`src/rtl/tkv_pkg.sv`:
```
package tkv_pkg;

    // Table geometry
    localparam int ENTRIES = 16;
    localparam int IDX_W   = (ENTRIES > 1) ? $clog2(ENTRIES) : 1;
    localparam int CNT_W   = $clog2(ENTRIES + 1);

    // Field widths
    localparam int TAG_W     = 4;
    localparam int DATA_W    = 64;
    localparam int MODE_W    = 2;
    localparam int CFG_IDX_W = 2;

    // Operation codes
    localparam logic [MODE_W-1:0] MODE_SEARCH = 2'd0;
    localparam logic [MODE_W-1:0] MODE_INSERT = 2'd1;
    localparam logic [MODE_W-1:0] MODE_DELETE = 2'd2;

    // Configuration register indexes
    localparam logic [CFG_IDX_W-1:0] CFG_NIL_TAG    = 2'd0;
    localparam logic [CFG_IDX_W-1:0] CFG_NUMBER_TAG = 2'd1;
    localparam logic [CFG_IDX_W-1:0] CFG_STRING_TAG = 2'd2;

    // One table entry as stored in memory
    typedef struct packed {
        logic              valid;
        logic [TAG_W-1:0]  key_type;
        logic [DATA_W-1:0] key_bits;
        logic [TAG_W-1:0]  value_type;
        logic [DATA_W-1:0] value_bits;
    } entry_t;

    // Memory access request from the sequencer
    typedef struct packed {
        logic             rd_en;
        logic [IDX_W-1:0] rd_addr;
        logic             wr_en;
        logic [IDX_W-1:0] wr_addr;
        entry_t           wr_data;
    } mem_req_t;

    // Tag configuration
    typedef struct packed {
        logic [TAG_W-1:0] nil_tag;
        logic [TAG_W-1:0] number_tag;
        logic [TAG_W-1:0] string_tag;
    } cfg_t;

endpackage

```
`src/rtl/tagged_key_value_store.sv`:
```
// Associative table of ENTRIES tagged key/value entries held in one
// synchronous memory. An item is taken when start is high and busy is low;
// its result appears for exactly one cycle with done high and must be taken
// then, since the receiver cannot stall the block. Every item scans all
// entries through the single memory read port, one entry per cycle, and
// then writes back at most once; done rises in the same cycle that busy
// drops. After reset a clearing pass marks every entry free while busy is
// high. Configuration writes are taken any time but are meant to come only
// while the block is idle.
module tagged_key_value_store (
    input  logic                          clk,
    input  logic                          rst_n,
    input  logic                          start,
    output logic                          busy,
    input  logic [tkv_pkg::MODE_W-1:0]    mode,
    input  logic [tkv_pkg::TAG_W-1:0]     key_type,
    input  logic [tkv_pkg::DATA_W-1:0]    key_bits,
    input  logic [tkv_pkg::TAG_W-1:0]     value_type,
    input  logic [tkv_pkg::DATA_W-1:0]    value_bits,
    input  logic                          cfg_we,
    input  logic [tkv_pkg::CFG_IDX_W-1:0] cfg_index,
    input  logic [tkv_pkg::TAG_W-1:0]     cfg_data,
    output logic                          done,
    output logic                          hit,
    output logic                          table_full,
    output logic [tkv_pkg::TAG_W-1:0]     result_type,
    output logic [tkv_pkg::DATA_W-1:0]    result_bits
);
    import tkv_pkg::*;

    localparam logic [TAG_W-1:0] NIL_RESET    = 4'd0;
    localparam logic [TAG_W-1:0] NUMBER_RESET = 4'd3;
    localparam logic [TAG_W-1:0] STRING_RESET = 4'd4;

    cfg_t     cfg_reg;
    mem_req_t mem_req;
    entry_t   rd_data;

    // Tag configuration registers
    always_ff @(posedge clk or negedge rst_n)
    begin
        if (!rst_n)
        begin
            cfg_reg.nil_tag    <= NIL_RESET;
            cfg_reg.number_tag <= NUMBER_RESET;
            cfg_reg.string_tag <= STRING_RESET;
        end
        else if (cfg_we)
        begin
            case (cfg_index)
                CFG_NIL_TAG:    cfg_reg.nil_tag    <= cfg_data;
                CFG_NUMBER_TAG: cfg_reg.number_tag <= cfg_data;
                CFG_STRING_TAG: cfg_reg.string_tag <= cfg_data;
                default:        cfg_reg            <= cfg_reg;
            endcase
        end
    end

    tkv_ctrl u_ctrl (
        .clk         (clk),
        .rst_n       (rst_n),
        .cfg         (cfg_reg),
        .start       (start),
        .busy        (busy),
        .mode        (mode),
        .key_type    (key_type),
        .key_bits    (key_bits),
        .value_type  (value_type),
        .value_bits  (value_bits),
        .mem_req     (mem_req),
        .rd_data     (rd_data),
        .done        (done),
        .hit         (hit),
        .table_full  (table_full),
        .result_type (result_type),
        .result_bits (result_bits)
    );

    tkv_store u_store (
        .clk     (clk),
        .req     (mem_req),
        .rd_data (rd_data)
    );

endmodule

```
`src/rtl/tkv_store.sv`:
```
module tkv_store (
    input  logic              clk,
    input  tkv_pkg::mem_req_t req,
    output tkv_pkg::entry_t   rd_data
);
    import tkv_pkg::*;

    entry_t mem [ENTRIES];
    entry_t rd_data_reg;

    // Single-port-style write, registered read
    always_ff @(posedge clk)
    begin
        if (req.wr_en)
        begin
            mem[req.wr_addr] <= req.wr_data;
        end
        if (req.rd_en)
        begin
            rd_data_reg <= mem[req.rd_addr];
        end
    end

    assign rd_data = rd_data_reg;

endmodule

```
`src/rtl/tkv_ctrl.sv`:
```
module tkv_ctrl (
    input  logic                         clk,
    input  logic                         rst_n,
    input  tkv_pkg::cfg_t                cfg,
    input  logic                         start,
    output logic                         busy,
    input  logic [tkv_pkg::MODE_W-1:0]   mode,
    input  logic [tkv_pkg::TAG_W-1:0]    key_type,
    input  logic [tkv_pkg::DATA_W-1:0]   key_bits,
    input  logic [tkv_pkg::TAG_W-1:0]    value_type,
    input  logic [tkv_pkg::DATA_W-1:0]   value_bits,
    output tkv_pkg::mem_req_t            mem_req,
    input  tkv_pkg::entry_t              rd_data,
    output logic                         done,
    output logic                         hit,
    output logic                         table_full,
    output logic [tkv_pkg::TAG_W-1:0]    result_type,
    output logic [tkv_pkg::DATA_W-1:0]   result_bits
);
    import tkv_pkg::*;

    localparam logic [1:0] ST_CLEAR = 2'd0;
    localparam logic [1:0] ST_IDLE  = 2'd1;
    localparam logic [1:0] ST_SCAN  = 2'd2;

    localparam logic [CNT_W-1:0] CNT_END  = CNT_W'(ENTRIES);
    localparam logic [CNT_W-1:0] CNT_LAST = CNT_W'(ENTRIES - 1);

    logic [1:0]        state_reg, state_next;
    logic [CNT_W-1:0]  cnt_reg, cnt_next;
    logic              rd_vld_reg, rd_vld_next;
    logic [IDX_W-1:0]  rd_idx_reg, rd_idx_next;

    logic [MODE_W-1:0] op_mode_reg, op_mode_next;
    logic [TAG_W-1:0]  op_ktype_reg, op_ktype_next;
    logic [DATA_W-1:0] op_kbits_reg, op_kbits_next;
    logic [TAG_W-1:0]  op_vtype_reg, op_vtype_next;
    logic [DATA_W-1:0] op_vbits_reg, op_vbits_next;

    logic              found_reg, found_next;
    logic [IDX_W-1:0]  found_idx_reg, found_idx_next;
    logic [TAG_W-1:0]  fval_type_reg, fval_type_next;
    logic [DATA_W-1:0] fval_bits_reg, fval_bits_next;
    logic              free_reg, free_next;
    logic [IDX_W-1:0]  free_idx_reg, free_idx_next;

    logic              done_reg, done_next;
    logic              hit_reg, hit_next;
    logic              full_reg, full_next;
    logic [TAG_W-1:0]  rtype_reg, rtype_next;
    logic [DATA_W-1:0] rbits_reg, rbits_next;

    logic              match;
    logic              free_here;
    logic              scan_end;
    entry_t            new_entry;

    // Compare of the entry read last cycle
    assign match = rd_vld_reg && rd_data.valid
                   && (rd_data.key_type == op_ktype_reg)
                   && (rd_data.key_bits == op_kbits_reg);
    assign free_here = rd_vld_reg && !rd_data.valid;
    assign scan_end  = (state_reg == ST_SCAN) && (cnt_reg == CNT_END) && !rd_vld_reg;

    always_comb
    begin
        new_entry.valid      = 1'b1;
        new_entry.key_type   = op_ktype_reg;
        new_entry.key_bits   = op_kbits_reg;
        new_entry.value_type = op_vtype_reg;
        new_entry.value_bits = op_vbits_reg;
    end

    // Sequencer: clearing pass, scan, write-back
    always_comb
    begin
        state_next     = state_reg;
        cnt_next       = cnt_reg;
        rd_vld_next    = 1'b0;
        rd_idx_next    = cnt_reg[IDX_W-1:0];
        op_mode_next   = op_mode_reg;
        op_ktype_next  = op_ktype_reg;
        op_kbits_next  = op_kbits_reg;
        op_vtype_next  = op_vtype_reg;
        op_vbits_next  = op_vbits_reg;
        found_next     = found_reg;
        found_idx_next = found_idx_reg;
        fval_type_next = fval_type_reg;
        fval_bits_next = fval_bits_reg;
        free_next      = free_reg;
        free_idx_next  = free_idx_reg;
        done_next      = 1'b0;
        hit_next       = hit_reg;
        full_next      = full_reg;
        rtype_next     = rtype_reg;
        rbits_next     = rbits_reg;
        mem_req        = '0;

        case (state_reg)
            ST_CLEAR:
            begin
                mem_req.wr_en   = 1'b1;
                mem_req.wr_addr = cnt_reg[IDX_W-1:0];
                if (cnt_reg == CNT_LAST)
                begin
                    cnt_next   = '0;
                    state_next = ST_IDLE;
                end
                else
                begin
                    cnt_next = cnt_reg + 1'b1;
                end
            end

            ST_IDLE:
            begin
                if (start)
                begin
                    op_mode_next  = mode;
                    op_kbits_next = key_bits;
                    op_vtype_next = value_type;
                    op_vbits_next = value_bits;
                    // search coerces every non-string key to the number tag
                    if ((mode == MODE_SEARCH) && (key_type != cfg.string_tag))
                    begin
                        op_ktype_next = cfg.number_tag;
                    end
                    else
                    begin
                        op_ktype_next = key_type;
                    end
                    found_next = 1'b0;
                    free_next  = 1'b0;
                    cnt_next   = '0;
                    state_next = ST_SCAN;
                end
            end

            ST_SCAN:
            begin
                // issue one read per cycle
                if (cnt_reg != CNT_END)
                begin
                    mem_req.rd_en   = 1'b1;
                    mem_req.rd_addr = cnt_reg[IDX_W-1:0];
                    rd_vld_next     = 1'b1;
                    cnt_next        = cnt_reg + 1'b1;
                end

                // keep the lowest match and lowest free slot
                if (match && !found_reg)
                begin
                    found_next     = 1'b1;
                    found_idx_next = rd_idx_reg;
                    fval_type_next = rd_data.value_type;
                    fval_bits_next = rd_data.value_bits;
                end
                if (free_here && !free_reg)
                begin
                    free_next     = 1'b1;
                    free_idx_next = rd_idx_reg;
                end

                // write back and post the result
                if (scan_end)
                begin
                    done_next  = 1'b1;
                    hit_next   = 1'b0;
                    full_next  = 1'b0;
                    rtype_next = '0;
                    rbits_next = '0;
                    state_next = ST_IDLE;
                    case (op_mode_reg)
                        MODE_SEARCH:
                        begin
                            hit_next = found_reg;
                            if (found_reg)
                            begin
                                rtype_next = fval_type_reg;
                                rbits_next = fval_bits_reg;
                            end
                            else
                            begin
                                rtype_next = cfg.nil_tag;
                            end
                        end
                        MODE_INSERT:
                        begin
                            if (found_reg)
                            begin
                                hit_next        = 1'b1;
                                mem_req.wr_en   = 1'b1;
                                mem_req.wr_addr = found_idx_reg;
                                mem_req.wr_data = new_entry;
                            end
                            else if (free_reg)
                            begin
                                mem_req.wr_en   = 1'b1;
                                mem_req.wr_addr = free_idx_reg;
                                mem_req.wr_data = new_entry;
                            end
                            else
                            begin
                                full_next = 1'b1;
                            end
                        end
                        MODE_DELETE:
                        begin
                            if (found_reg)
                            begin
                                hit_next        = 1'b1;
                                mem_req.wr_en   = 1'b1;
                                mem_req.wr_addr = found_idx_reg;
                            end
                        end
                        default:
                        begin
                            hit_next = 1'b0;
                        end
                    endcase
                end
            end

            default:
            begin
                state_next = ST_IDLE;
            end
        endcase
    end

    // Control state
    always_ff @(posedge clk or negedge rst_n)
    begin
        if (!rst_n)
        begin
            state_reg  <= ST_CLEAR;
            cnt_reg    <= '0;
            rd_vld_reg <= 1'b0;
            found_reg  <= 1'b0;
            free_reg   <= 1'b0;
            done_reg   <= 1'b0;
        end
        else
        begin
            state_reg  <= state_next;
            cnt_reg    <= cnt_next;
            rd_vld_reg <= rd_vld_next;
            found_reg  <= found_next;
            free_reg   <= free_next;
            done_reg   <= done_next;
        end
    end

    // Payload
    always_ff @(posedge clk)
    begin
        rd_idx_reg    <= rd_idx_next;
        op_mode_reg   <= op_mode_next;
        op_ktype_reg  <= op_ktype_next;
        op_kbits_reg  <= op_kbits_next;
        op_vtype_reg  <= op_vtype_next;
        op_vbits_reg  <= op_vbits_next;
        found_idx_reg <= found_idx_next;
        fval_type_reg <= fval_type_next;
        fval_bits_reg <= fval_bits_next;
        free_idx_reg  <= free_idx_next;
        hit_reg       <= hit_next;
        full_reg      <= full_next;
        rtype_reg     <= rtype_next;
        rbits_reg     <= rbits_next;
    end

    assign busy        = (state_reg != ST_IDLE);
    assign done        = done_reg;
    assign hit         = hit_reg;
    assign table_full  = full_reg;
    assign result_type = rtype_reg;
    assign result_bits = rbits_reg;

endmodule
```
`config.mk`:
```
export PLATFORM = sky130hd
export DESIGN_NAME = tagged_key_value_store
export DESIGN_NICKNAME = d
export VERILOG_FILES = /design/src/rtl/tkv_pkg.sv /design/src/rtl/tagged_key_value_store.sv /design/src/rtl/tkv_store.sv /design/src/rtl/tkv_ctrl.sv
export SDC_FILE = /design/constraint.sdc
export NUM_CORES = 2
export LEC_CHECK = 0
export BUFFER_PORTS_ARGS = -buffer_cell sky130_fd_sc_hd__buf_2
export CAP_MARGIN = 40
export CORE_ASPECT_RATIO = 1.1
export CORE_MARGIN = 1.5
export CORE_UTILIZATION = 60
export CTS_BUF_LIST = sky130_fd_sc_hd__clkbuf_8
export DETAILED_ROUTE_END_ITERATION = 8
export PLACE_DENSITY = 0.83
export SLEW_MARGIN = 5
export SYNTH_ARGS = -nofsm -noshare
export SYNTH_HDL_FRONTEND = slang
export SYNTH_SLANG_ARGS = --single-unit
```
`constraint.sdc`:
```
create_clock -name clk -period 19.4 [get_ports clk]
set_input_delay 3.88 -clock clk [delete_from_list [all_inputs] [get_ports clk]]
set_output_delay 3.88 -clock clk [all_outputs]
set_load 0.02 [all_outputs]
```
==> metrics.md <==
| Metric | Value |
|---|---|
| Clock power frac | 0.329 |
| CP bufs+invs | 3 |
| Skew-Pair Late Insertion Delay | 1.11 ns |
| Initial core utilization | 0.604 |
| Core area | 164,000 µm² |
| Post-CTS Hold Buffers | 0 |
| Chip width | 391 µm |
| Hold_ws | 0.417 ns |
| Initial antenna violation count | 8 |
| I/O pin count | 220 |
| Power density over the cells | 114 nW/µm² |
| Max FO, Critical Path | 4 |
| Cells after Synth | 4,776 |
| Seq cells post-synth | 2,640 |
| RSZ-0062 raised after global routing | no |
| Worst Hold Depth | 0 |
| Syn nets | 4,935 |
| Dpl hpwl | 126,000 µm |
| Flop pwr share | 0.547 |
| Area growth syn-to-layout | 11.5% |
| Crit path arrival time | 2.18 ns |
| Primary FF master, synth | edfxtp_1 |
| Combinational share of power | 0.123 |
| Final hold viol count | 0 |
| Clock slew at reported path FFs | 0.06 ns |
| Die ar. | 168,000 µm² |
| DR vias | 52,200 |
| Post-synth ARST share | 0.00871 |
| WP depth | 4 |
| Pre-CTS WS | 13.57 ns |
| Remaining DRCs | 0 |
| First-pass detailed-route iteration total | 6 |
| Post-route minimum period | 6.06 ns |
| Leakage Power | 32.9 nW |
| Post-DRT Antenna Nets | 0 |
| VDD IR-drop max | 200 µV |
| Final setup fails | 0 |
| Class of the most critical setup path | flip-flop to output pin |
| Critical path's top delay family | buffers and inverters |
| Wire length per cell | 31.6 µm |
| Global-route wire length before repair | 353,000 µm |
| Post-synthesis cell type count | 50 |
| Core Rows | 156 |
| CTS tree | done |
| Total of max-cap violations | 0 |
| Initial drt markers | 7,440 |
| Syn. warnings | 0 |
| Critical path endpoint category | output pin |
| Deepest clock path buffer count | 4 |
| Most frequent CP cell | inv_1 |
| Via/cell ratio | 6.74 |
| Slowest stage cell on the critical path | dfrtp_1 |
| Number of placed instances, taps included | 7,063 |
| DR WL met2 | 122,000 µm |
| Mean Syn Cell Area | 20.8 µm² |
| Cell Int Power | 9.38 mW |
| Switching share of power | 0.257 |
| Max-slew violation count | 0 |
| Setup_tns | 0 ns |
| PortBufs | 219 |
| Least-Margin Pin Slew | 1.17 ns |
| Post-synth EDFFs | 2,613 |
| Final Non-Filler Cells | 7,744 |
| WL met1 | 80,500 µm |
| Vias in the first global route | 53,700 |
| # clock sinks | 2,640 |
| Slew margin rel. | 0.218 |
| Sw power | 3.24 mW |
| Seq/Total Area, Yosys | 0.797 |
| Utilization after layout | 0.674 |
| Fmax | 165 MHz |
| Root buf cell | clkbuf_8 |
| CTS H-tree lvls | 5 |
| Synthesized area | 99,300 µm² |
| CP Cell Sequence | inv_1 > ha_1 > inv_1 > buf_2 |
| Uppermost layer routed | met5 |
| GP Congestion | 0.790 |
| Worst reg2reg path depth | 13 |
| Share of layout cells above drive strength 1 | 0.253 |
| Area after DPL | 104,000 µm² |
| Max reg flops | 2,192 |
| GRT Total Usage | 0.293 |
| CP max stage delay | 0.37 ns |
| Setup Buffers After CTS | 0 |
| Clock Skew | 0.113 ns |
| Global route overflow | 0 |
| Routed wl met3 | 30,700 µm |
| Overall Power | 12.6 mW |
| Final Cycle Share | 0.313 |
| DRT Wirelength | 245,000 µm |
| CP required | 15.52 ns |
| Final WS setup | 13.34 ns |
| Die height | 430 µm |
| Post_cts resized | 0 |
| Hold Crit Class | flip-flop to flip-flop |
| Largest net degree at the start of global routing | 153 |
| Status | completed |
| Num CTS Buffers | 396 |
| Startpoint Class | flip-flop |
| Nets | 5,409 |
| Post-route cell area | 111,000 µm² |
-- worst paths after layout --
| kind | startpoint | endpoint | slack, ns |
|---|---|---|---|
| hold / removal | u_store.rd_data[17] | u_ctrl.fval_bits_reg[17] | 0.42 |
| max in group asynchronous | rst_n | u_ctrl.cnt_reg[0] | 15.88 |
| min in group asynchronous | rst_n | cfg_reg[1] | 2.91 |
| hold reg to reg | u_store.rd_data[17] | u_ctrl.fval_bits_reg[17] | 0.42 |
| setup / recovery | u_ctrl.state_reg[1] | busy | 13.34 |
| setup reg to reg | u_ctrl.state_reg[0] | u_store.mem[6][125] | 13.69 |
-- power by group through the flow --
stage	sequential [mW]	combinational (mW)	clock, mW
after floorplan	6.97	0.996	0
after global placement	6.98	1.43	0
after detailed placement	7.01	1.51	0
after CTS	6.90	1.54	4.20
after global routing	6.92	1.63	4.43
final	6.91	1.56	4.16
-- cells in the mapped netlist, drive strengths merged, types with 20 or more instances --
cell | number | area share
o21ai | 35 | 0.0018
nand2 | 343 | 0.013
clkbuf | 107 | 0.0040
mux2i | 39 | 0.0039
mux2 | 64 | 0.0073
and3 | 203 | 0.013
a31oi | 60 | 0.0038
xor2 | 54 | 0.0048
o22ai | 129 | 0.0081
mux4 | 472 | 0.11
dfrtp | 20 | 0.0050
a21oi | 132 | 0.0067
edfxtp | 2613 | 0.79
buf | 162 | 0.010
nor2 | 151 | 0.0059
-- per-layer routing --
layer / global-route usage / vias to the layer above
li1: - / 20500
met1: 0.373 / 26600
met2: 0.477 / 4342
met3: 0.0721 / 756
met4: 0.142 / 12
met5: 0 / -
-- worst reg2reg max path, delay by kind of cell, from the launching register on --
family	cells	cell delay, ns
buffers and inverters	7	2.81
AND/OR/NAND/NOR	3	0.94
adder cells (fa/ha/maj)	1	0.73
AO/OA/AOI/OAI	2	0.48
flip-flops	1	0.38
-- cell usage in the layout (no fill, tap or decap), drive strengths merged, types with 8 or more instances in the layout --
master	n
nor4	15
clkbuf	404
bufinv	14
xor2	54
o211ai	13
or3	9
o22ai	129
mux2	64
clkinv	138
o21ai	35
mux2i	39
o32ai	18
and3	203
mux4	472
ha	11
inv	124
xnor2	18
a211o	18
edfxtp	2613
buf	343
dfrtp	20
o221ai	18
diode	8
a31oi	60
nor2b	8
nand2	343
nand4	8
a21oi	132
nor2	151
-- layout make-up --
type                       count  area (µm²)
sequential                  2640       79100
clock inverter               269        1480
antenna                        8        20.0
fill                        9404       53600
multi-input combinational   1854       18900
tap                         2212        2770
inverter                      13        51.3
clock buffer                 403        5550
timing repair buffer         345        2770
-- cells by family (layout without fill, tap and decap cells) --
group | count (synthesis) | count (layout) | share of synthesized area
AOI/OAI and AO/OA | 433 | 433 | 0.0268
xor gates and xnor gates | 72 | 72 | 0.00635
adders and majority gates | 11 | 11 | 0.00139
buffers and inverters | 282 | 1030 | 0.0145
DFF | 2640 | 2640 | 0.797
muxes | 575 | 575 | 0.118
other | 0 | 8 | 0
and+or+nand+nor | 763 | 763 | 0.0359
Note: power is estimated with default switching activity, not from simulation.
